## src/hdl/nearest_sphere_hit_macros.svh

```systemverilog
// Assertion macros for the nearest sphere hit block.
// Used by the top level only; needs nothing else.
`ifndef NEAREST_SPHERE_HIT_MACROS_SVH
`define NEAREST_SPHERE_HIT_MACROS_SVH
// same-cycle implication under synchronous active-low reset
`define NSH_ASSERT_NOW(lbl, clk, rst_n, ante, cons) \
    lbl: assert property (@(posedge clk) disable iff (!rst_n) (ante) |-> (cons)) \
        else $error("nearest_sphere_hit: same-cycle check failed");
// next-cycle implication
`define NSH_ASSERT_NEXT(lbl, clk, rst_n, ante, cons) \
    lbl: assert property (@(posedge clk) disable iff (!rst_n) (ante) |=> (cons)) \
        else $error("nearest_sphere_hit: next-cycle check failed");
`endif

```

## src/hdl/nsh_mul.sv

```systemverilog
// Bit-serial signed multiplier: one multiplier bit per cycle, early stop.
// Standalone; used by the top level of the nearest sphere hit block.
module nsh_mul #(
    parameter int MW = 68
) (
    input  logic                   i_clk,
    input  logic                   i_rst_n,
    input  logic                   i_start,
    input  logic signed [MW-1:0]   i_a,
    input  logic signed [MW-1:0]   i_b,
    output logic                   o_done,
    output logic signed [2*MW-1:0] o_prod
);
    logic            r_busy, r_done, r_neg;
    logic [2*MW-1:0] r_mc, r_acc;
    logic [MW-1:0]   r_mp;
    logic [MW-1:0]   w_abs_a, w_abs_b;

    assign w_abs_a = i_a[MW-1] ? MW'(-i_a) : MW'(i_a);
    assign w_abs_b = i_b[MW-1] ? MW'(-i_b) : MW'(i_b);

    always_ff @(posedge i_clk) begin
        if (!i_rst_n) begin
            r_busy <= 1'b0;
            r_done <= 1'b0;
        end else begin
            r_done <= 1'b0;
            if (i_start) begin
                r_busy <= 1'b1;
                r_mc   <= {{MW{1'b0}}, w_abs_a};
                r_mp   <= w_abs_b;
                r_acc  <= '0;
                r_neg  <= i_a[MW-1] ^ i_b[MW-1];
            end else if (r_busy) begin
                if (r_mp == '0) begin
                    r_busy <= 1'b0;
                    r_done <= 1'b1;
                end else begin
                    if (r_mp[0]) r_acc <= r_acc + r_mc;
                    r_mc <= {r_mc[2*MW-2:0], 1'b0};
                    r_mp <= {1'b0, r_mp[MW-1:1]};
                end
            end
        end
    end

    assign o_done = r_done;
    assign o_prod = r_neg ? $signed(-r_acc) : $signed(r_acc);
endmodule

```

## config.mk

```make
export PLATFORM = sky130hd
export DESIGN_NAME = nsh_mul
export DESIGN_NICKNAME = d
export VERILOG_FILES = /design/src/hdl/nearest_sphere_hit_macros.svh /design/src/hdl/nsh_mul.sv
export SDC_FILE = /design/constraint.sdc
export NUM_CORES = 1
export LEC_CHECK = 0
export BUFFER_PORTS_ARGS = -buffer_cell sky130_fd_sc_hd__buf_2
export CAP_MARGIN = 20
export CORE_MARGIN = 10
export CORE_UTILIZATION = 60
export DETAILED_ROUTE_END_ITERATION = 12
export GPL_TIMING_DRIVEN = 1
export PLACE_DENSITY = 0.81
export SYNTH_ARGS = -nofsm -noshare
export SYNTH_HDL_FRONTEND = slang
export SYNTH_SLANG_ARGS = --single-unit
export TNS_END_PERCENT = 20
```

## constraint.sdc

```tcl
create_clock -name i_clk -period 18 [get_ports i_clk]
set_input_delay 1.8 -clock i_clk [delete_from_list [all_inputs] [get_ports i_clk]]
set_output_delay 1.8 -clock i_clk [all_outputs]
set_load 0.02 [all_outputs]
```

==> impl_metrics.prom <==
# TYPE chip_impl_metric gauge
chip_impl_info{name="outcome",value="complete, no violations"} 1
chip_impl_metric{name="cp_slowest_stage_delay",unit="ns"} 0.67
chip_impl_metric{name="cts.sink_count",unit=""} 343
chip_impl_metric{name="final_critical_path_setup_slack",unit="ns"} 10.55
chip_impl_metric{name="maxSlewHeadroom",unit="%"} 21.4
chip_impl_metric{name="grt_first_pass_wirelength",unit="um"} 159000
chip_impl_metric{name="die_w",unit="um"} 238
chip_impl_metric{name="total_power",unit="W"} 0.00268
chip_impl_metric{name="crit_path_max_fanout",unit=""} 9
chip_impl_metric{name="layout.core_utilization",unit="%"} 67.3
chip_impl_info{name="critical_path.cell_chain",value="or4_1, nor3_1, or4bb_1, nor4b_2, nand3_1, nor2_1, nand3_2, or3_1, o31ai_1, xnor2_1, buf_2"} 1
chip_impl_metric{name="timing.setup.tns",unit="ns"} 0
chip_impl_metric{name="placeable_core_region",unit="sq um"} 46900
chip_impl_metric{name="sw_frac_of_total",unit="%"} 36.3
chip_impl_metric{name="syn_area_per_cell",unit="sq um"} 8.58
chip_impl_metric{name="floorplan.die_area",unit="sq um"} 56800
chip_impl_metric{name="post_drt_wl_per_cell",unit="um"} 25.3
chip_impl_metric{name="diodes",unit=""} 0
chip_impl_metric{name="fraction_of_final_layout_cells_with_drive_strength_greater_than_1",unit="%"} 11.8
chip_impl_metric{name="post-route-min-period",unit="ns"} 7.45
chip_impl_metric{name="sequentialPowerShare",unit="%"} 38.3
chip_impl_metric{name="power_switching",unit="W"} 0.000973
chip_impl_metric{name="worst_ep_arrival_time",unit="ns"} 5.65
chip_impl_info{name="hold_class",value="flop to flop"} 1
chip_impl_info{name="netlist.top_cell.by_area",value="edfxtp_1"} 1
chip_impl_info{name="cts_tree",value="done"} 1
chip_impl_metric{name="power.ir.vdd_worst",unit="mV"} 0.0972
chip_impl_metric{name="drt-total-wl",unit="um"} 105000
chip_impl_metric{name="number_of_setup_violations_in_the_final_report",unit=""} 0
chip_impl_metric{name="dp_wirelength",unit="um"} 81900
chip_impl_metric{name="fillCellCount",unit=""} 3706
chip_impl_info{name="ys_top_cells_by_area",value="edfxtp_1 36%, a21oi_1 6.1%, xnor2_1 6.1%, ha_1 6.0%, nor2_1 5.2%"} 1
chip_impl_metric{name="num_io_pins",unit=""} 276
chip_impl_metric{name="yosys_warnings",unit=""} 0
chip_impl_metric{name="preCtsSetupSlack",unit="ns"} 11.36
chip_impl_metric{name="synth-edff-count",unit=""} 341
chip_impl_metric{name="cts.repair_timing.setup_buffer_count",unit=""} 0
chip_impl_info{name="timing.critical_path.slowest_stage_cell",value="nor4b_2"} 1
chip_impl_info{name="timing_worst_setup_path_type",value="flop to output port"} 1
chip_impl_metric{name="postLayoutCellArea",unit="sq um"} 31500
chip_impl_metric{name="grt-ovfl-total",unit=""} 0
chip_impl_metric{name="maxSlewViolCount",unit=""} 0
chip_impl_metric{name="power_frac_comb",unit="%"} 31.9
chip_impl_metric{name="grt_max_degree",unit=""} 205
chip_impl_metric{name="antenna_violations_before_repair",unit=""} 0
chip_impl_info{name="cp-end-kind",value="output port"} 1
chip_impl_metric{name="total_clock_buffers_created_by_cts",unit=""} 40
chip_impl_metric{name="first_global_vias",unit=""} 27300
chip_impl_metric{name="postCtsResizedCells",unit=""} 0
chip_impl_info{name="timing.critical_path.max_delay_family",value="simple AND/OR/NAND/NOR gates"} 1
chip_impl_metric{name="drc",unit=""} 0
chip_impl_metric{name="clkSlewWorstSetupHoldPaths",unit="ns"} 0.07
chip_impl_metric{name="fin_worst_skew",unit="ns"} 0.0340
chip_impl_metric{name="finalNetCount",unit=""} 3779
chip_impl_metric{name="portBuffers",unit=""} 275
chip_impl_metric{name="worst_slew_pin_slew",unit="ns"} 1.18
chip_impl_metric{name="timing.final.hold_violations",unit=""} 0
chip_impl_metric{name="synth_area",unit="sq um"} 28600
chip_impl_metric{name="drt_iter0_drc",unit=""} 3467
chip_impl_metric{name="yosysTopAreaCellShare",unit="%"} 35.8
chip_impl_metric{name="post_synthesis_sequential_area_ratio",unit="%"} 36.0
chip_impl_metric{name="via_per_inst",unit=""} 6.81
chip_impl_metric{name="postSynthNetCount",unit=""} 3610
chip_impl_metric{name="firstDrtPassIters",unit=""} 7
chip_impl_metric{name="clock_buffer_depth",unit=""} 3
chip_impl_metric{name="clock_insertion_delay_at_the_later_pin_of_the_skew_report",unit="ns"} 0.59
chip_impl_metric{name="gp_routability_congestion",unit=""} 1.04
chip_impl_metric{name="clockPowerShare",unit="%"} 29.8
chip_impl_info{name="yosys_most_used_dff",value="edfxtp_1"} 1
chip_impl_info{name="grt_setup_unrepaired",value="no"} 1
chip_impl_info{name="cts_root_buf",value="clkbuf_16"} 1
chip_impl_metric{name="drtAntennaViolNets",unit=""} 0
chip_impl_metric{name="p_leak",unit="nW"} 11.6
chip_impl_metric{name="placed_area",unit="sq um"} 30300
chip_impl_metric{name="hold_buffers",unit=""} 0
chip_impl_metric{name="final_worst_path_cycle_share",unit="%"} 41.4
chip_impl_metric{name="worst-endpoint-required",unit="ns"} 16.20
chip_impl_metric{name="max_clock_freq",unit="MHz"} 134
chip_impl_metric{name="route.vias.total",unit=""} 28200
chip_impl_metric{name="internal_power",unit="W"} 0.00171
chip_impl_metric{name="synth.ff_latch_count",unit=""} 343
chip_impl_metric{name="row_count",unit=""} 79
chip_impl_metric{name="cts_max_level",unit=""} 2
chip_impl_metric{name="starting_density",unit="%"} 61.0
chip_impl_metric{name="cellPowerDensity",unit="nW/um^2"} 85.1
chip_impl_metric{name="grtUsageTotal",unit="%"} 35.4
chip_impl_metric{name="cap_viol_max_count",unit=""} 0
chip_impl_info{name="start_kind",value="flop"} 1
chip_impl_metric{name="post_synth_num_cell_types",unit=""} 79
chip_impl_metric{name="synthArstFlopShare",unit="%"} 0
chip_impl_metric{name="area_delta_synth_final",unit="%"} 10.3
chip_impl_metric{name="timing.critical_path.buf_inv",unit=""} 1
chip_impl_metric{name="die_span_in_y",unit="um"} 238
chip_impl_metric{name="synthCells",unit=""} 3332
-- power groups by stage --
stage	Combinational, W	Clock (W)	Sequential (W)
floorplan	0.000576	0	0.00102
global route	0.000923	0.000827	0.00103
finish	0.000857	0.000799	0.00103
global placement	0.000820	0	0.00104
detailed placement	0.000834	0	0.00104
CTS	0.000840	0.000799	0.00102
-- area by class of cell --
cell class                      instances  area (sq um)  area share, %
Inverter                               62           233          0.738
Clock inverter                         23           173          0.547
Tap cell                              607           759           2.41
Clock buffer                           49          1060           3.38
Sequential cell                       343         10300           32.6
Timing Repair Buffer                  295          1570           4.98
Multi-Input combinational cell       2759         17500           55.4
-- worst register-to-register path, stage by stage (launching register included) --
cell and delay [ns]:
edfxtp_1 0.45, ha_1 0.29, fa_1 0.45, a21o_1 0.21, a311oi_1 0.43, nand4b_1 0.29
o211ai_1 0.19, o211ai_1 0.56, a21oi_1 0.27, nor3_1 0.75, a21oi_1 0.27, a21boi_0 0.51
mux2_2 0.40
-- routing by layer --
layer	vias to the layer above	global-route usage (%)	share of wire [%]
met5	-	0	0
met4	0	16.3	4.9
met3	321	7.05	9.6
met2	1745	58.0	47
met1	13400	44.4	39
li1	12700	-	-
-- cell families (layout without fill, tap and decap cells) --
group                    Yosys count  after routing  synth area share, %
AO/OA/AOI/OAI                    972            972                 21.1
XOR/XNOR                         369            369                 11.3
adder cells (fa/ha/maj)          139            139                 6.11
buffers and inverters            230            429                 3.03
flip-flops                       343            343                 36.0
multiplexers                      20             20                0.775
AND/OR/NAND/NOR                 1259           1259                 21.8
-- sequential cells by signal, summed over array words and instances (netlist names) --
name / count
r_busy: 1
o_done: 1
r_mp: 68
r_neg: 1
r_mc: 136
r_acc: 136
-- Yosys cell counts, types with 94 or more instances --
library cell / n
nor2_1: 398
a21oi_1: 350
edfxtp_1: 341
nand2_1: 266
o21ai_0: 209
xnor2_1: 200
xor2_1: 169
clkbuf_1: 161
ha_1: 138
nand4_1: 98
nor2b_1: 95
o31ai_1: 94
-- through the flow --
stage / std cells / hold WS [ns]
2_1_floorplan: 3332 / 0.421
3_3_place_gp: 4062 / 0.433
3_5_place_dp: 4063 / 0.448
4_1_cts: 4135 / 0.451
5_1_grt: 4138 / 0.469
6_report: 4138 / 0.446
-- layout by cell type (no fill, tap or decap), types with 35 or more instances in the layout --
master     count
nand2_1      266
nand3_1       52
or3_1         58
or4_1         35
a21o_1        66
nor2_1       398
o31ai_1       94
o21bai_1      51
a21oi_1      350
ha_1         138
edfxtp_1     341
nor2b_1       94
o21ai_0      209
nor3_1        86
nor4_1        58
inv_1         62
buf_2        275
xnor2_1      200
o21a_1        39
xor2_1       169
clkbuf_16     40
nand4_1       98
-- final timing paths --
kind / slack (ns) / cells past startpoint / to / from
min reg2reg: 0.45 / 2 / o_done / r_busy
max: 10.55 / 11 / o_prod[119] / r_acc[30]
min: 0.45 / 2 / o_done / r_busy
max reg2reg: 12.67 / 12 / r_acc[116] / r_acc[0]
Note: power is estimated with default switching activity, not from simulation.
