**src/hdl/nearest_sphere_hit_macros.svh**
```systemverilog
// Assertion macros for the nearest sphere hit block.
// Used by the top level only; needs nothing else.
`ifndef NEAREST_SPHERE_HIT_MACROS_SVH
`define NEAREST_SPHERE_HIT_MACROS_SVH
// same-cycle implication under synchronous active-low reset
`define NSH_ASSERT_NOW(lbl, clk, rst_n, ante, cons) \
    lbl: assert property (@(posedge clk) disable iff (!rst_n) (ante) |-> (cons)) \
        else $error("nearest_sphere_hit: same-cycle check failed");
// next-cycle implication
`define NSH_ASSERT_NEXT(lbl, clk, rst_n, ante, cons) \
    lbl: assert property (@(posedge clk) disable iff (!rst_n) (ante) |=> (cons)) \
        else $error("nearest_sphere_hit: next-cycle check failed");
`endif

```
**src/hdl/nsh_sqrt.sv**
```systemverilog
// Digit-by-digit integer square root, two radicand bits per cycle.
// Standalone; used by the top level of the nearest sphere hit block.
module nsh_sqrt #(
    parameter int XW = 136
) (
    input  logic              i_clk,
    input  logic              i_rst_n,
    input  logic              i_start,
    input  logic [XW-1:0]     i_x,
    output logic              o_done,
    output logic [XW/2-1:0]   o_root
);
    localparam int HW = XW / 2;
    localparam int RW = HW + 3;
    localparam int CW = $clog2(HW + 1);

    logic          r_busy, r_done;
    logic [XW-1:0] r_x;
    logic [RW-1:0] r_rem;
    logic [HW-1:0] r_root;
    logic [CW-1:0] r_cnt;
    logic [RW-1:0] w_rem_sh, w_trial;

    assign w_rem_sh = {r_rem[RW-3:0], r_x[XW-1:XW-2]};
    assign w_trial  = {1'b0, r_root, 2'b01};

    always_ff @(posedge i_clk) begin
        if (!i_rst_n) begin
            r_busy <= 1'b0;
            r_done <= 1'b0;
        end else begin
            r_done <= 1'b0;
            if (i_start) begin
                r_busy <= 1'b1;
                r_x    <= i_x;
                r_rem  <= '0;
                r_root <= '0;
                r_cnt  <= CW'(HW);
            end else if (r_busy) begin
                r_x <= {r_x[XW-3:0], 2'b00};
                if (w_rem_sh >= w_trial) begin
                    r_rem  <= w_rem_sh - w_trial;
                    r_root <= {r_root[HW-2:0], 1'b1};
                end else begin
                    r_rem  <= w_rem_sh;
                    r_root <= {r_root[HW-2:0], 1'b0};
                end
                r_cnt <= r_cnt - 1'b1;
                if (r_cnt == CW'(1)) begin
                    r_busy <= 1'b0;
                    r_done <= 1'b1;
                end
            end
        end
    end

    assign o_done = r_done;
    assign o_root = r_root;
endmodule

```
**config.mk**
```make
export PLATFORM = sky130hd
export DESIGN_NAME = nsh_sqrt
export DESIGN_NICKNAME = d
export VERILOG_FILES = /design/src/hdl/nearest_sphere_hit_macros.svh /design/src/hdl/nsh_sqrt.sv
export SDC_FILE = /design/constraint.sdc
export NUM_CORES = 1
export LEC_CHECK = 0
export BUFFER_PORTS_ARGS = -buffer_cell sky130_fd_sc_hd__buf_2
export CORE_ASPECT_RATIO = 1.25
export CORE_MARGIN = 8
export CORE_UTILIZATION = 64
export DETAILED_ROUTE_END_ITERATION = 12
export PLACE_DENSITY_LB_ADDON = 0.25
export SLEW_MARGIN = 30
export SYNTH_ARGS = -nofsm -noshare
export SYNTH_HDL_FRONTEND = slang
export SYNTH_SLANG_ARGS = --single-unit
export TNS_END_PERCENT = 20
```
**constraint.sdc**
```tcl
create_clock -name i_clk -period 13.1 [get_ports i_clk]
set_clock_uncertainty 0.15 [all_clocks]
set_input_delay 0.655 -clock i_clk [delete_from_list [all_inputs] [get_ports i_clk]]
set_output_delay 0.655 -clock i_clk [all_outputs]
set_load 0.005 [all_outputs]
```
==> results of run 1 <==
[final cells by class]
type	count	area (um^2)	share of cell area (%)
Sequential cell	282	8450	46.1
Multi-Input combinational cell	1032	7190	39.2
Timing Repair Buffer	216	1130	6.16
Clock buffer	37	734	4.01
Tap cell	335	419	2.29
Inverter	88	330	1.80
Clock inverter	14	75.1	0.410
Antenna cell	2	5.00	0.0273
[sequential cells by signal, summed over array words and instances, names as in the netlist]
signal / count
r_x: 136
r_cnt: 7
o_done: 1
o_root: 68
r_busy: 1
r_rem: 69
[layout by cell type (no fill, tap or decap), types with 8 or more instances in the layout]
cell type / instances
mux2_2: 134
clkinv_1: 9
o21ai_1: 55
nor3_1: 28
a211oi_1: 16
nor2b_1: 9
o21bai_1: 11
nand2_1: 73
edfxtp_1: 280
a21o_1: 32
nand4_1: 24
xor2_1: 20
o21ai_0: 48
a21oi_1: 142
a211oi_2: 8
clkbuf_1: 9
nand2b_1: 10
inv_1: 87
xnor2_1: 43
ha_1: 72
nor2_1: 123
buf_2: 206
nand3_1: 65
o21a_1: 11
clkbuf_16: 28
[power by group through the flow]
stage | clock network, mW | logic [mW] | registers, mW
6_report | 0.732 | 0.602 | 1.12
5_1_grt | 0.775 | 0.661 | 1.12
4_1_cts | 0.744 | 0.596 | 1.12
3_5_place_dp | 0 | 0.591 | 1.13
3_3_place_gp | 0 | 0.578 | 1.13
2_1_floorplan | 0 | 0.445 | 1.14
[worst register-to-register path, stage by stage, from the launching register on]
cell and delay [ps]:
edfxtp_1 340, inv_1 60, ha_1 370, a21o_1 210, a211oi_1 360, a211oi_1 170
o221ai_1 470, a211oi_1 170, o21ai_1 210, a21o_1 240, a21o_1 140, buf_4 580
nand2_1 760, a311oi_1 410
[per-layer routing]
metal	vias to the layer above	global-route usage [%]	part of all wire [%]
li1	5841	-	-
met5	-	0	0.064
met4	4	11.2	4.1
met1	5923	28.4	38
met2	518	44.0	50
met3	110	6.55	8.4
[per-stage QoR]
stage          utilization [%]  cells  instance area [um^2]  hold WS, ps  worst slack [ps]
3_3_place_gp              69.7   1953                 17500          328              8560
2_1_floorplan                -   1487                 16300          304              4910
5_1_grt                   73.0   2006                 18300          235              8020
6_report                  73.0   2006                 18300          233              8280
3_5_place_dp              69.7   1953                 17500          350              8390
4_1_cts                   72.9   2004                 18300          212              8380
[cell families (layout without fill, tap and decap cells)]
family          after synthesis  count (layout)  share of synthesized area [%]
other cells                   0               2                              0
flops                       282             282                           51.8
mux                         136             136                           9.37
compound gates              380             380                           14.4
buf+inv                     173             355                           4.38
fa+ha+maj                    72              72                           5.52
xor+xnor                     63              63                           3.38
simple gates                381             381                           11.2
[final timing paths]
kind             start        end  slack [ps]  depth (start not counted)
max          o_root[2]  r_rem[65]        8280                         13
min            i_rst_n     o_done         230                          2
max reg2reg  o_root[2]  r_rem[65]        8280                         13
min reg2reg     r_busy     o_done         360                          1
==> results_dict.tcl, run 1 <==
set metrics [dict create \
    status "finished, final reports clean" \
    p_sw_share_pct 29.8 \
    layout-drive-gt1-share_pct 24.6 \
    n_fill_cell 1756 \
    post_cts_buffers 0 \
    p_switching_mw 0.729 \
    overflow 0 \
    leakagePower_nw 7.10 \
    crit_chain "inv_1, ha_1, a21o_1, a211oi_1, a211oi_1, o221ai_1, a211oi_1, o21ai_1, a21o_1, a21o_1, buf_4, nand2_1, a311oi_1" \
    antenna_found_initial 4 \
    core_area_mm2 0.0251 \
    gp_congestion 0.971 \
    slew_headroom_pct 36.5 \
    rows 65 \
    tritoncts "built" \
    cap_violations 0 \
    cpMaxStageDelayCell "nand2_1" \
    clk_latency_ps 560 \
    seqPwrFrac_pct 45.5 \
    grt_pass1_vias 12500 \
    cp_top_family "compound AO/OA/AOI/OAI gates" \
    area.growth.synth_to_final_pct 12.3 \
    route.vias.total 12400 \
    pwr_density_cell_mw_per_mm2 134 \
    yosysTopAreaCellShare_pct 51.5 \
    synth_commonest_cells "edfxtp_1, a21oi_1, mux2_2" \
    wl_mm 40.4 \
    clock.fmax_mhz 207 \
    synth.avg_cell_area_um2 11.0 \
    cts_sinks 282 \
    yosys.area.top_type "edfxtp_1" \
    fin_nets 1859 \
    postSynthCellCount 1487 \
    report.final.slew_viol_count 0 \
    internal_power_mw 1.72 \
    cts.repair.resized 0 \
    crit_required_ps 13330 \
    htreeDepth 1 \
    clkSlewWorstSetupHoldPaths_ps 60 \
    critPathKind "reg -> reg" \
    tightest_slew_ps 953 \
    cts_hold_buf 0 \
    post-route-period-util_pct 36.8 \
    p_total_mw 2.45 \
    setup_violations 0 \
    via_per_inst 6.18 \
    end_kind "flip-flop" \
    yosysMostFrequentCell "edfxtp_1" \
    portBuffers 207 \
    synth_ff_type "edfxtp_1" \
    rsz0062_at_grt "false" \
    drtIter0Drc 822 \
    synth_area_mm2 0.0163 \
    ys_warn_count 0 \
    critPathArrivalTime_ps 5050 \
    post-route-min-period_ps 4820 \
    numCtsBuffers 28 \
    grt_max_degree 145 \
    die_area_mm2 0.0309 \
    synth_edf_count 280 \
    hold_violations 0 \
    ys_seq_area_share_pct 51.8 \
    pwr-share-comb_pct 24.6 \
    max_stage_delay_ps 760 \
    final.setup.tns_ps 0 \
    hpwl_mm 28.4 \
    syn_nets 1698 \
    io_pins 208 \
    clockBufferDepth 3 \
    die_height_um 195 \
    ys_ff_latch 282 \
    start_util_pct 65.0 \
    ant_nets 0 \
    path_buf_inv 2 \
    ys_top_cells_by_area "edfxtp_1, mux2_2, ha_1, a21oi_1, nor2_1" \
    grt_pass1_wl_mm 64.4 \
    pwr-share-clk_pct 29.9 \
    cts-root-buf "clkbuf_16" \
    avgRoutedWirePerCell_um 20.1 \
    hp-class "in -> reg" \
    grtUsageTotal_pct 25.1 \
    drcViolationCount 0 \
    cp_max_fo 59 \
    vdd_drop_max_v 0.000129 \
    cp-start-kind "flip-flop" \
    synth-async-reset-ratio_pct 0 \
    die_x_um 159 \
    ys_types 70 \
    first_pass_iters 7 \
]
(Power assumes the default switching activity.)
==> run 2, diff against run 1 <==
--- a/config.mk
+++ b/config.mk
@@ -5,10 +5,11 @@
 export SDC_FILE = /design/constraint.sdc
 export NUM_CORES = 1
 export LEC_CHECK = 0
+export ABC_AREA = 1
 export BUFFER_PORTS_ARGS = -buffer_cell sky130_fd_sc_hd__buf_2
 export CORE_ASPECT_RATIO = 1.25
 export CORE_MARGIN = 8
-export CORE_UTILIZATION = 64
+export CORE_UTILIZATION = 60
 export DETAILED_ROUTE_END_ITERATION = 12
 export PLACE_DENSITY_LB_ADDON = 0.25
 export SLEW_MARGIN = 30
==> constraint.sdc (replaced) <==
create_clock -name i_clk -period 4.76 [get_ports i_clk]
set_clock_uncertainty 0.15 [all_clocks]
set_input_delay 0.238 -clock i_clk [delete_from_list [all_inputs] [get_ports i_clk]]
set_output_delay 0.238 -clock i_clk [all_outputs]
set_load 0.005 [all_outputs]
==> results_dict.tcl, run 2 <==
set metrics [dict create \
    post-route-min-period_ps 3770 \
    ant_nets 0 \
    htreeDepth 1 \
    fin_nets 3062 \
    n_fill_cell 2209 \
    hp-class "in -> reg" \
    antenna_found_initial 1 \
    ys_warn_count 0 \
    rows 71 \
    area.growth.synth_to_final_pct 19.9 \
    route.vias.total 17900 \
    clk_latency_ps 570 \
    critPathArrivalTime_ps 3940 \
    regMostFlops "r_x" \
    cts_sinks 282 \
    yosys.area.top_type "edfxtp_1" \
    overflow 0 \
    final_util_pct 72.9 \
    grt_pass1_wl_mm 96.1 \
    drtIter0Drc 1796 \
    cpMaxStageDelayCell "nand2_4" \
    hold_violations 0 \
    grtUsageTotal_pct 33.8 \
    leakagePower_nw 11.3 \
    p_sw_share_pct 33.9 \
    dpl_cell_area_mm2 0.0196 \
    cp_max_fo 61 \
    post-route-period-util_pct 79.3 \
    rsz0062_at_grt "false" \
    layout-drive-gt1-share_pct 9.78 \
    wl_mm 61.3 \
    cp_top_family "simple AND/OR/NAND/NOR gates" \
    first_pass_iters 7 \
    final.setup.tns_ps 0 \
    pwr_density_cell_mw_per_mm2 333 \
    cap_violations 0 \
    cp-start-kind "flip-flop" \
    dp.cells 3082 \
    layout_common_cells "nand2_1, inv_1, nor2_1" \
    pwr-share-comb_pct 28.2 \
    die_x_um 172 \
    core_area_mm2 0.0300 \
    tightest_slew_ps 957 \
    design_area_mm2 0.0219 \
    start_util_pct 60.8 \
    post-place-ws_ps 1110 \
    max_stage_delay_ps 510 \
    pwr-share-clk_pct 29.6 \
    tritoncts "built" \
    cp_num_cells 13 \
    setup_violations 0 \
    clock.fmax_mhz 265 \
    end_kind "flip-flop" \
    fin_ws_ps 986 \
    drcViolationCount 0 \
    avgRoutedWirePerCell_um 18.7 \
    clockBufferDepth 3 \
    ys_ff_latch 282 \
    largest_reg_flops 136 \
    synth_ff_type "edfxtp_1" \
    hpwl_mm 39.2 \
    io_pins 208 \
    yosysTopAreaCellShare_pct 46.0 \
    synth.avg_cell_area_um2 7.23 \
    numCtsBuffers 28 \
    syn_nets 2738 \
    via_per_inst 5.46 \
    critical_path.most_common_cell "nor2_1" \
    ys_types 44 \
    die_area_mm2 0.0363 \
    p_total_mw 7.29 \
    seqPwrFrac_pct 42.2 \
    synth_edf_count 280 \
    synth-async-reset-ratio_pct 0 \
    cts-root-buf "clkbuf_16" \
    critPathKind "reg -> reg" \
    final_common_cell "nand2_1" \
    grt_max_degree 106 \
    rr_worst_depth 13 \
    vdd_drop_max_v 0.000358 \
    hold_path_depth 4 \
    report.final.slew_viol_count 0 \
    crit_required_ps 4930 \
    slew_headroom_pct 36.2 \
    ys_seq_area_share_pct 46.2 \
    ys_top_cells_by_area "edfxtp_1, nand2_1, inv_1, nor2_1, ha_1" \
    path_buf_inv 2 \
    postSynthCellCount 2527 \
    portBuffers 207 \
    crit_chain "inv_1, ha_1, nand2_1, nor2_1, nand2_1, nor2_1, nand3_1, o21ai_1, nor2_1, nand2_4, inv_2, nor2_1, nor2_1" \
    internal_power_mw 4.82 \
    grt_pass1_vias 18100 \
    status "finished, final reports clean" \
    p_switching_mw 2.47 \
    synth_commonest_cells "nand2_1, inv_1, nor2_1" \
    fin_hold_ws_ps 343 \
    clkSlewWorstSetupHoldPaths_ps 70 \
    finalNonFillerCells 3274 \
    synth_area_mm2 0.0183 \
    gp_congestion 1.02 \
    die_height_um 211 \
    yosysMostFrequentCell "nand2_1" \
]
## run 2: cell count changes after synthesis, sizes merged, moves of 45 or more
cell / before / now
o21ai: 104 / 59
nor2: 124 / 316
mux2: 134 / 0
inv: 88 / 392
a21oi: 143 / 65
nand2: 73 / 1124
## run 2: path summary, 6_finish.rpt
check	from	slack [ps]	to
max	o_root[6]	990	r_rem[7]
min reg2reg	r_x[34]	370	r_x[36]
max reg2reg	o_root[6]	990	r_rem[7]
min	i_x[55]	340	r_x[55]
## run 2: per-layer routing
layer | vias to the layer above | routed length [um] | global-route usage (%) | share of wire (%)
li1 | 8454 | - | - | -
met1 | 8165 | 22400 | 39.1 | 37
met5 | - | 0 | 0 | 0
met3 | 196 | 5570 | 6.53 | 9.1
met4 | 0 | 3520 | 17.4 | 5.7
met2 | 1057 | 29800 | 58.3 | 49
## run 2: cell type report
cell class | count | area, um^2 | share of cell area [%]
well taps | 401 | 502 | 2.29
diodes | 1 | 2.50 | 0.0114
repair buffers | 355 | 2560 | 11.7
flip-flops and latches | 282 | 8450 | 38.6
inverters | 393 | 1490 | 6.79
multi-input cells | 1791 | 8050 | 36.8
clock inverters | 17 | 106 | 0.486
clock buffers | 34 | 744 | 3.40
## run 2: cell families (layout without fill, tap and decap cells)
family / count (synthesis) / count (layout) / synth area share (%)
adder cells (fa/ha/maj): 72 / 72 / 4.93
XOR/XNOR: 37 / 37 / 1.77
buffers and inverters: 454 / 799 / 9.74
AO/OA/AOI/OAI: 134 / 134 / 3.86
other: 0 / 1 / 0
flip-flops: 282 / 282 / 46.2
AND/OR/NAND/NOR: 1548 / 1548 / 33.5
## run 2: worst reg2reg max path, cell delays in order (launching register included)
cell and delay, ps:
edfxtp_1 420, inv_1 100, ha_1 360, nand2_1 130
nor2_1 240, nand2_1 110, nor2_1 140, nand3_1 120
o21ai_1 200, nor2_1 110, nand2_4 510, inv_2 530
nor2_1 300, nor2_1 90
## run 2: power by group through the flow
stage / logic (mW) / clock network, mW / registers, mW
after floorplan: 1.33 / 0 / 3.12
after global placement: 1.84 / 0 / 3.11
after detailed placement: 1.88 / 0 / 3.11
after CTS: 1.98 / 2.12 / 3.06
after global routing: 2.29 / 2.25 / 3.09
final: 2.06 / 2.16 / 3.08
## run 2: what timing repair did
| item | CTS | global route |
|---|---|---|
| gates resized for setup | 0 | 0 |
| buffers inserted | 0 | 0 |
| hold endpoints to repair | 152 | 0 |
| hold buffers | 140 | 0 |
