**src/hdl/nearest_sphere_hit_macros.svh**
```systemverilog
// Assertion macros for the nearest sphere hit block.
// Used by the top level only; needs nothing else.
`ifndef NEAREST_SPHERE_HIT_MACROS_SVH
`define NEAREST_SPHERE_HIT_MACROS_SVH
// same-cycle implication under synchronous active-low reset
`define NSH_ASSERT_NOW(lbl, clk, rst_n, ante, cons) \
    lbl: assert property (@(posedge clk) disable iff (!rst_n) (ante) |-> (cons)) \
        else $error("nearest_sphere_hit: same-cycle check failed");
// next-cycle implication
`define NSH_ASSERT_NEXT(lbl, clk, rst_n, ante, cons) \
    lbl: assert property (@(posedge clk) disable iff (!rst_n) (ante) |=> (cons)) \
        else $error("nearest_sphere_hit: next-cycle check failed");
`endif

```
**src/hdl/nsh_div.sv**
```systemverilog
// Restoring unsigned divider, one quotient bit per cycle.
// Standalone; used by the top level of the nearest sphere hit block.
module nsh_div #(
    parameter int NB = 86,
    parameter int DB = 64
) (
    input  logic          i_clk,
    input  logic          i_rst_n,
    input  logic          i_start,
    input  logic [NB-1:0] i_n,
    input  logic [DB-1:0] i_d,
    output logic          o_done,
    output logic [NB-1:0] o_q,
    output logic          o_rnz
);
    localparam int CW = $clog2(NB + 1);

    logic          r_busy, r_done;
    logic [NB-1:0] r_n, r_q;
    logic [DB-1:0] r_d;
    logic [DB:0]   r_rem;
    logic [CW-1:0] r_cnt;
    logic [DB:0]   w_rs;
    logic          w_ge;

    assign w_rs = {r_rem[DB-1:0], r_n[NB-1]};
    assign w_ge = w_rs >= {1'b0, r_d};

    always_ff @(posedge i_clk) begin
        if (!i_rst_n) begin
            r_busy <= 1'b0;
            r_done <= 1'b0;
        end else begin
            r_done <= 1'b0;
            if (i_start) begin
                r_busy <= 1'b1;
                r_n    <= i_n;
                r_d    <= i_d;
                r_rem  <= '0;
                r_q    <= '0;
                r_cnt  <= CW'(NB);
            end else if (r_busy) begin
                r_n   <= {r_n[NB-2:0], 1'b0};
                r_rem <= w_ge ? (w_rs - {1'b0, r_d}) : w_rs;
                r_q   <= {r_q[NB-2:0], w_ge};
                r_cnt <= r_cnt - 1'b1;
                if (r_cnt == CW'(1)) begin
                    r_busy <= 1'b0;
                    r_done <= 1'b1;
                end
            end
        end
    end

    assign o_done = r_done;
    assign o_q    = r_q;
    assign o_rnz  = |r_rem;
endmodule

```
**config.mk**
```make
export PLATFORM = sky130hd
export DESIGN_NAME = nsh_div
export DESIGN_NICKNAME = d
export VERILOG_FILES = /design/src/hdl/nearest_sphere_hit_macros.svh /design/src/hdl/nsh_div.sv
export SDC_FILE = /design/constraint.sdc
export NUM_CORES = 1
export LEC_CHECK = 0
export ABC_AREA = 1
export CORE_AREA = 2 2 182 184
export DETAILED_ROUTE_END_ITERATION = 7
export DIE_AREA = 0 0 184 186
export DONT_BUFFER_PORTS = 1
export PLACE_DENSITY_LB_ADDON = 0.08
export SYNTH_ARGS = -nofsm -noshare
export SYNTH_HDL_FRONTEND = slang
export SYNTH_SLANG_ARGS = --single-unit
```
**constraint.sdc**
```tcl
create_clock -name i_clk -period 25.5 [get_ports i_clk]
set_input_delay 7.65 -clock i_clk [delete_from_list [all_inputs] [get_ports i_clk]]
set_output_delay 7.65 -clock i_clk [all_outputs]
set_load 0.01 [all_outputs]
```
==> results.toml, run 1 <==
[grt]
grt_pass1_wl_um = 76800
grt_max_degree = 190
track_usage_pct = 29.4
grt_pass1_vias = 14556
grt.overflow.total = 0
antenna_found_initial = 6

[clock_network]
cts_root_buffer = "clkbuf_16"
clk_latency_ps = 550
numCtsBuffers = 34
path_clk_slew_ps = 60
cts_hold_repair.buffers = 0
clock_path_buffers = 3
cts_tree = "done"
post_cts_resized = 0
postCtsSetupRepairBufs = 0
cts_sinks = 310
htreeDepth = 2

[critical_path]
r2r_cells = 10
cp_max_fo = 3
worstSetupStartpointType = "register"
endpoint_kind = "output port"
critPathKind = "reg -> out"
r2r_start = "r_rem[60]"
r2r-end = "r_rem[61]"
crit_required_ps = 17850
arrival_ps = 2720
reg2reg_slack_ps = 21820

[sta]
rsz0062_at_grt = "no"
setup_viol = 0
hold_viol_final = 0
worst_pin_slew_ps = 1050
fmaxAchievable_mhz = 96.5
drv_slew = 0
max_slew_margin_pct = 30.1
fin_crit_ps = 10370
post-route-period-util_pct = 40.7
tns_ps = 0
fin_skew_ps = 16.8

[floorplanning]
die_x_um = 184
dieArea_sq_mm = 0.0342
rows = 66
floorplan.initialDensity_pct = 59.5
core_area_sq_mm = 0.0322
die_h_um = 186
ioPinCount = 241

[placed_design]
gp_congestion = 1.00
place_area_sq_mm = 0.0195
port_buffers = 0
hpwlAfterDp_um = 37700

[yosys]
yosys-top-cells-area = "edfxtp_1 48%, nand2_1 20%, inv_1 10%, nor2_1 6.1%, ha_1 4.3%"
synthDistinctLibCells = 33
syn_inst = 2563
synth-main-ff-cell = "edfxtp_1"
yosysMostFrequentCell = "nand2_1"
ys_seq_area_share_pct = 48.5
synthArstFlopShare_pct = 0
ys_warn_count = 0
syn_area_sq_mm = 0.0192
avgSynthCellArea_sq_um = 7.48
synth_common_cells = "1,013 x nand2_1, 511 x inv_1, 311 x nor2_1"
synth_top_cell_by_area = "edfxtp_1"
synth_fp_nets = 2783
synth_top_area_share_pct = 48.2
synth_edf_count = 308
yosys_register_bits = 310

[hold_path]
min_to = "r_n[40]"
whs_path_depth = 2
min_from = "r_n[39]"
worst_hold_path_type = "reg -> reg"

[flow_run]
maxCapViolCount = 0

[power]
irDropWorstVdd_mv = 0.0677
leakagePower_nw = 10.6
p_per_area_mw_per_mm2 = 74.9

[drt]
drt-total-wl_um = 50100
drt_iter0_drc = 1216
ant_nets = 0
drc_errors = 0
routedWlPerCell_um = 16.8
vias_per_cell = 5.23
dr.pass1.iters = 6
routed-via-count = 15604

[finish]
postLayoutCellArea_sq_mm = 0.0205
final_nets = 2771
areaGrowthSynthToFinish_pct = 7.09
drive_above_1_share_pct = 3.03

[outcome]
status = "completed"
-- layout make-up --
type                       count  area (sq um)
inverter                     515          1940
sequential                   310          9290
timing repair buffer           7          52.6
clock buffer                  47           910
fill                        2966         11700
antenna                        2          5.00
multi-input combinational   1683          7690
tap                          408           510
clock inverter                12           136
-- flip-flops by register name, indices dropped and copies added (netlist names) --
signal and cells:
r_busy 1, r_rem 65, r_d 64, r_n 86, r_cnt 7, o_q 86, o_done 1
-- how the worst max path moves through the flow --
stage                   start         to
floorplan             i_start     o_q[0]
global placement      i_start  r_rem[22]
detailed placement    i_start  r_rem[28]
CTS                 r_rem[19]      o_rnz
global route        r_rem[19]      o_rnz
finish              r_rem[19]      o_rnz
-- layout by cell type, fill, tap and decap left out, types with 2 or more instances in the layout --
master	instances
edfxtp_1	308
clkbuf_1	12
and3_1	2
nand3_1	68
nor3_1	7
nor2_2	10
diode_2	2
clkbuf_16	34
nor4_1	22
inv_2	3
inv_4	2
nand2_4	3
clkinv_2	4
nand2_1	1012
dfxtp_1	2
bufinv_16	2
clkinv_1	3
and2_1	4
nand2_2	3
inv_1	510
xor2_1	32
nor2_1	311
ha_1	66
nand3_2	2
nand3b_1	66
or2_2	3
buf_4	7
o21ai_0	5
nand4_1	15
a21oi_1	47
-- power breakdown --
group / internal (mW) / switching [mW] / leakage [nW]
logic: 0.125 / 0.280 / 7.04
registers: 0.626 / 0.0322 / 3.02
clock network: 0.272 / 0.203 / 0.510
total: 1.02 / 0.516 / 10.6
-- logic make-up (layout without fill, tap and decap cells) --
family                   after synthesis  after routing  synth area share (%)
AO/OA/AOI/OAI                         54             54                  1.44
buffers and inverters                570            581                  11.5
adder cells (fa/ha/maj)               67             67                  4.41
AND/OR/NAND/NOR                     1529           1529                  32.7
flip-flops                           310            310                  48.5
XOR/XNOR                              33             33                  1.51
other                                  0              2                     0
-- critical path: stages, from the launching register on --
cell	delay [ps]
edfxtp_1	400
nor4_1	560
nand4_1	340
nor4_1	600
nand2_1	270
-- per-layer routing --
| metal | GRT usage (%) | up-vias | wire, um |
|---|---|---|---|
| met5 | 0 | - | 57 |
| met4 | 10.8 | 8 | 1580 |
| met3 | 7.49 | 91 | 4330 |
| met2 | 45.7 | 563 | 22000 |
| met1 | 40.0 | 7125 | 22100 |
| li1 | - | 7817 | - |
-- per-stage QoR --
stage	power [mW]	setup slack [ps]	hold WS [ps]	util (%)	cells
3_5_place_dp	1.06	15320	493	60.5	2923
6_report	1.54	15130	506	63.8	2984
3_3_place_gp	1.06	15380	490	60.5	2923
5_1_grt	1.62	15020	519	63.7	2983
4_1_cts	1.54	15140	506	63.7	2982
2_1_floorplan	0.965	11690	430	-	2563
Power figures use the tool's default switching activity.
==> run 2: changes to the inputs <==
==> constraint.sdc (replaced) <==
create_clock -name i_clk -period 10.3 [get_ports i_clk]
set_input_delay 3.09 -clock i_clk [delete_from_list [all_inputs] [get_ports i_clk]]
set_output_delay 3.09 -clock i_clk [all_outputs]
set_load 0.01 [all_outputs]
==> results.toml, run 2 (synthesized netlist as in run 1, its figures left out) <==
[outcome]
status = "completed"

[sta]
tns_ps = 0
hold_viol_final = 0
drv_slew = 0
fmaxAchievable_mhz = 175
layout_setup_ws_ps = 4590
rsz0062_at_grt = "no"
worst_pin_slew_ps = 899
max_slew_margin_pct = 40.1
setup_viol = 0
fin_crit_ps = 5710
post-route-period-util_pct = 55.5
fin_skew_ps = 18.7

[critical_path]
path_buf_inv = 0
cp_cell_sequence = "nor4_1 -> nand4_1 -> nor4_1 -> nand2_1"
critPathSlowestCell = "nor4_1"
r2r-end = "r_rem[61]"
worstSetupStartpointType = "register"
arrival_ps = 2620
reg2reg_slack_ps = 6450
endpoint_kind = "output port"
r2r_cells = 14
crit_top_cell = "nor4_1"
critPathKind = "reg -> out"
crit_required_ps = 7210
worst_path_dominant_cell_family = "simple AND/OR/NAND/NOR gates"
max_stage_delay_ps = 570
r2r_start = "r_rem[30]"
cp_max_fo = 5

[finish]
final-instance-count-excl-fill = 2986
seqCellArea_sq_mm = 0.00929
drive_above_1_share_pct = 3.45
multi_input_area_sq_mm = 0.00769
final_common_cell = "nand2_1"
final_nets = 2770
fillers = 2918
post-route-util_pct = 64.0
areaGrowthSynthToFinish_pct = 7.54
final_cell_mix = "1,012 x nand2_1, 510 x inv_1, 311 x nor2_1"

[grt]
track_usage_pct = 29.6
grt_pass1_wl_um = 77500
antenna_found_initial = 6
grt.overflow.total = 0
grt_max_degree = 190
grt_pass1_vias = 14684

[drt]
routedWlPerCell_um = 16.8
vias_per_cell = 5.21
ant_nets = 0
dr.pass1.iters = 5
routed-via-count = 15547
drc_errors = 0
drt-total-wl_um = 50100
drt_iter0_drc = 1193

[power]
irDropWorstVdd_mv = 0.133
p_per_area_mw_per_mm2 = 188
leakagePower_nw = 10.6

[placed_design]
dpl.cell_count = 2922
port_buffers = 0
gp_congestion = 1.01
dp_slack_ps = 5230
hpwlAfterDp_um = 37900

[floorplanning]
die_h_um = 186
dieArea_sq_mm = 0.0342
core_area_sq_mm = 0.0322
rows = 66
ioPinCount = 241
floorplan.initialDensity_pct = 59.5
die_x_um = 184

[clock_network]
clk_latency_ps = 550
cts_root_buffer = "clkbuf_16"
path_clk_slew_ps = 60
cts_tree = "done"
postCtsSetupRepairBufs = 0
clock_path_buffers = 3
cts_sinks = 310
htreeDepth = 2
numCtsBuffers = 34
post_cts_resized = 0
cts_hold_repair.buffers = 0

[flow_run]
maxCapViolCount = 0

[hold_path]
whs_path_depth = 2
worst_hold_path_type = "reg -> reg"
min_to = "r_n[2]"
min_from = "r_n[1]"
## run 2: per-layer routing
layer / global-route usage (%) / part of all wire (%) / up-vias
met5: 0 / 0.082 / -
met4: 9.25 / 2.8 / 6
met3: 7.28 / 9.3 / 85
met2: 46.6 / 45 / 567
met1: 40.5 / 43 / 7057
li1: - / - / 7832
## run 2: how the worst max path moves through the flow
stage                         start      to  slack (ps)  depth (start not counted)
after floorplan             i_start  o_q[0]        1050                          3
after global placement    r_rem[19]   o_rnz        5160                          4
after detailed placement  r_rem[19]   o_rnz        5230                          4
after CTS                 r_rem[19]   o_rnz        4650                          4
after global routing      r_rem[63]   o_rnz        4550                          4
final                     r_rem[63]   o_rnz        4590                          4
## run 2: where the power goes
group	total (mW)	internal, mW	switching [mW]
clock network	1.23	0.698	0.537
logic	1.01	0.310	0.696
registers	1.63	1.55	0.0790
total	3.87	2.56	1.31
## run 2: worst reg2reg max path: cells and delay by family, from the launching register on
| family | cells | cell delay (ps) |
|---|---|---|
| adders and majority gates | 1 | 380 |
| buffers and inverters | 2 | 1030 |
| DFF | 1 | 430 |
| and+or+nand+nor | 11 | 1860 |
## run 2: area by class of cell
class	count	area share, %
Sequential cell	310	45.1
Multi-Input combinational cell	1683	37.3
Inverter	515	9.40
Clock buffer	38	4.20
Tap cell	408	2.48
Clock inverter	24	1.26
Timing Repair Buffer	6	0.279
Antenna cell	2	0.0243
## run 2: through the flow
step                cell area, sq um  power, mW  hold WS, ps
floorplan                      19200       2.39          430
global placement               19500       2.62          491
detailed placement             19500       2.64          497
CTS                            20600       3.88          508
global route                   20600       4.08          524
finish                         20600       3.87          510
==> run 3: changes to the inputs <==
==> constraint.sdc (replaced) <==
create_clock -name i_clk -period 5.4 [get_ports i_clk]
set_input_delay 1.62 -clock i_clk [delete_from_list [all_inputs] [get_ports i_clk]]
set_output_delay 1.62 -clock i_clk [all_outputs]
set_load 0.01 [all_outputs]
==> results.toml, run 3 (synthesized netlist as in run 1, its figures left out) <==
[placed_design]
hpwlAfterDp_um = 38800
gp_congestion = 0.980
dpl.cell_count = 2922
port_buffers = 0

[floorplanning]
ioPinCount = 241
dieArea_sq_mm = 0.0342
rows = 66
floorplan.initialDensity_pct = 59.5
die_x_um = 184
core_area_sq_mm = 0.0322
die_h_um = 186

[finish]
post-route-util_pct = 64.0
final_nets = 2771
final-instance-count-excl-fill = 2991
final_cell_mix = "1,012 x nand2_1, 510 x inv_1, 311 x nor2_1"
areaGrowthSynthToFinish_pct = 7.50
fillers = 2865
final_common_cell = "nand2_1"
drive_above_1_share_pct = 3.30

[drt]
ant_nets = 0
drc_errors = 0
routed-via-count = 15639
routedWlPerCell_um = 17.3
drt-total-wl_um = 51800
drt_iter0_drc = 1346
dr.pass1.iters = 7
vias_per_cell = 5.23

[critical_path]
worstSetupStartpointType = "register"
crit_required_ps = 3780
endpoint_kind = "output port"
critPathKind = "reg -> out"
arrival_ps = 2810
cp_max_fo = 3

[hold_path]
worst_hold_path_type = "reg -> reg"

[grt]
grt_max_degree = 190
grt_pass1_wl_um = 79000
grt_pass1_vias = 15141
track_usage_pct = 30.3
antenna_found_initial = 9
grt.overflow.total = 0

[sta]
rsz0062_at_grt = "no"
setup_viol = 0
max_slew_margin_pct = 25.7
worst_pin_slew_ps = 1110
drv_slew = 0
hold_viol_final = 0
tns_ps = 0
fin_skew_ps = 13.5
fmaxAchievable_mhz = 226
fin_crit_ps = 4430
post-route-period-util_pct = 82.0

[outcome]
status = "completed"

[power]
leakagePower_nw = 10.6
irDropWorstVdd_mv = 0.306
p_per_area_mw_per_mm2 = 356

[clock_network]
clk_latency_ps = 530
cts_sinks = 310
post_cts_resized = 0
cts_hold_repair.buffers = 0
htreeDepth = 2
clock_path_buffers = 3
postCtsSetupRepairBufs = 0
numCtsBuffers = 35
cts_tree = "done"
cts_root_buffer = "clkbuf_16"
path_clk_slew_ps = 60

[flow_run]
maxCapViolCount = 0
-- run 3: cell types whose count changed in the layout (fill, tap and decap cells not counted), sizes merged --
cell	previous run	this run
bufinv	3	2
clkbuf	38	40
clkinv	13	17
clkinvlp	4	2
diode	2	5
inv	519	518
-- run 3: area by class of cell --
cell class              count  area (sq um)  share of cell area (%)
clock buffers              40           916                    4.44
clock inverters            24           188                   0.911
inverters                 515          1940                    9.40
multi-input cells        1683          7700                    37.4
diodes                      5          12.5                  0.0607
well taps                 408           510                    2.48
repair buffers              6          57.6                   0.279
flip-flops and latches    310          9290                    45.1
-- run 3: per-layer routing --
layer  global-route usage [%]  wire [um]
met5                        0         53
met4                     9.98       1430
met3                     7.65       4650
met2                     47.9      23100
met1                     40.9      22500
-- run 3: where the power goes --
| part | internal, mW | total (mW) | switching, mW |
|---|---|---|---|
| logic | 0.593 | 1.93 | 1.33 |
| registers | 2.96 | 3.11 | 0.153 |
| clock network | 1.32 | 2.30 | 0.980 |
| total | 4.87 | 7.34 | 2.47 |
-- run 3: critical path: stages, from the launching register on --
cell and delay (ps):
edfxtp_1 420, nor4_1 590, nand4_1 330, nor4_1 650, nand2_1 280
-- run 3: worst paths after layout --
| path | start | to | slack (ps) | depth (start not counted) |
|---|---|---|---|---|
| hold reg to reg | r_n[75] | r_n[76] | 510 | 2 |
| setup / recovery | r_rem[0] | o_rnz | 970 | 4 |
| setup reg to reg | r_rem[5] | r_rem[63] | 2050 | 16 |
| hold / removal | r_n[75] | r_n[76] | 510 | 2 |
-- run 3: through the flow --
step | total power, mW | cell area [sq um] | setup WS [ps] | hold WS [ps]
5_1_grt | 7.72 | 20600 | 961 | 534
6_report | 7.34 | 20600 | 972 | 511
2_1_floorplan | 4.53 | 19200 | 1280 | 487
4_1_cts | 7.34 | 20600 | 1060 | 516
3_5_place_dp | 5.04 | 19500 | 1620 | 494
3_3_place_gp | 5.00 | 19500 | 1610 | 494
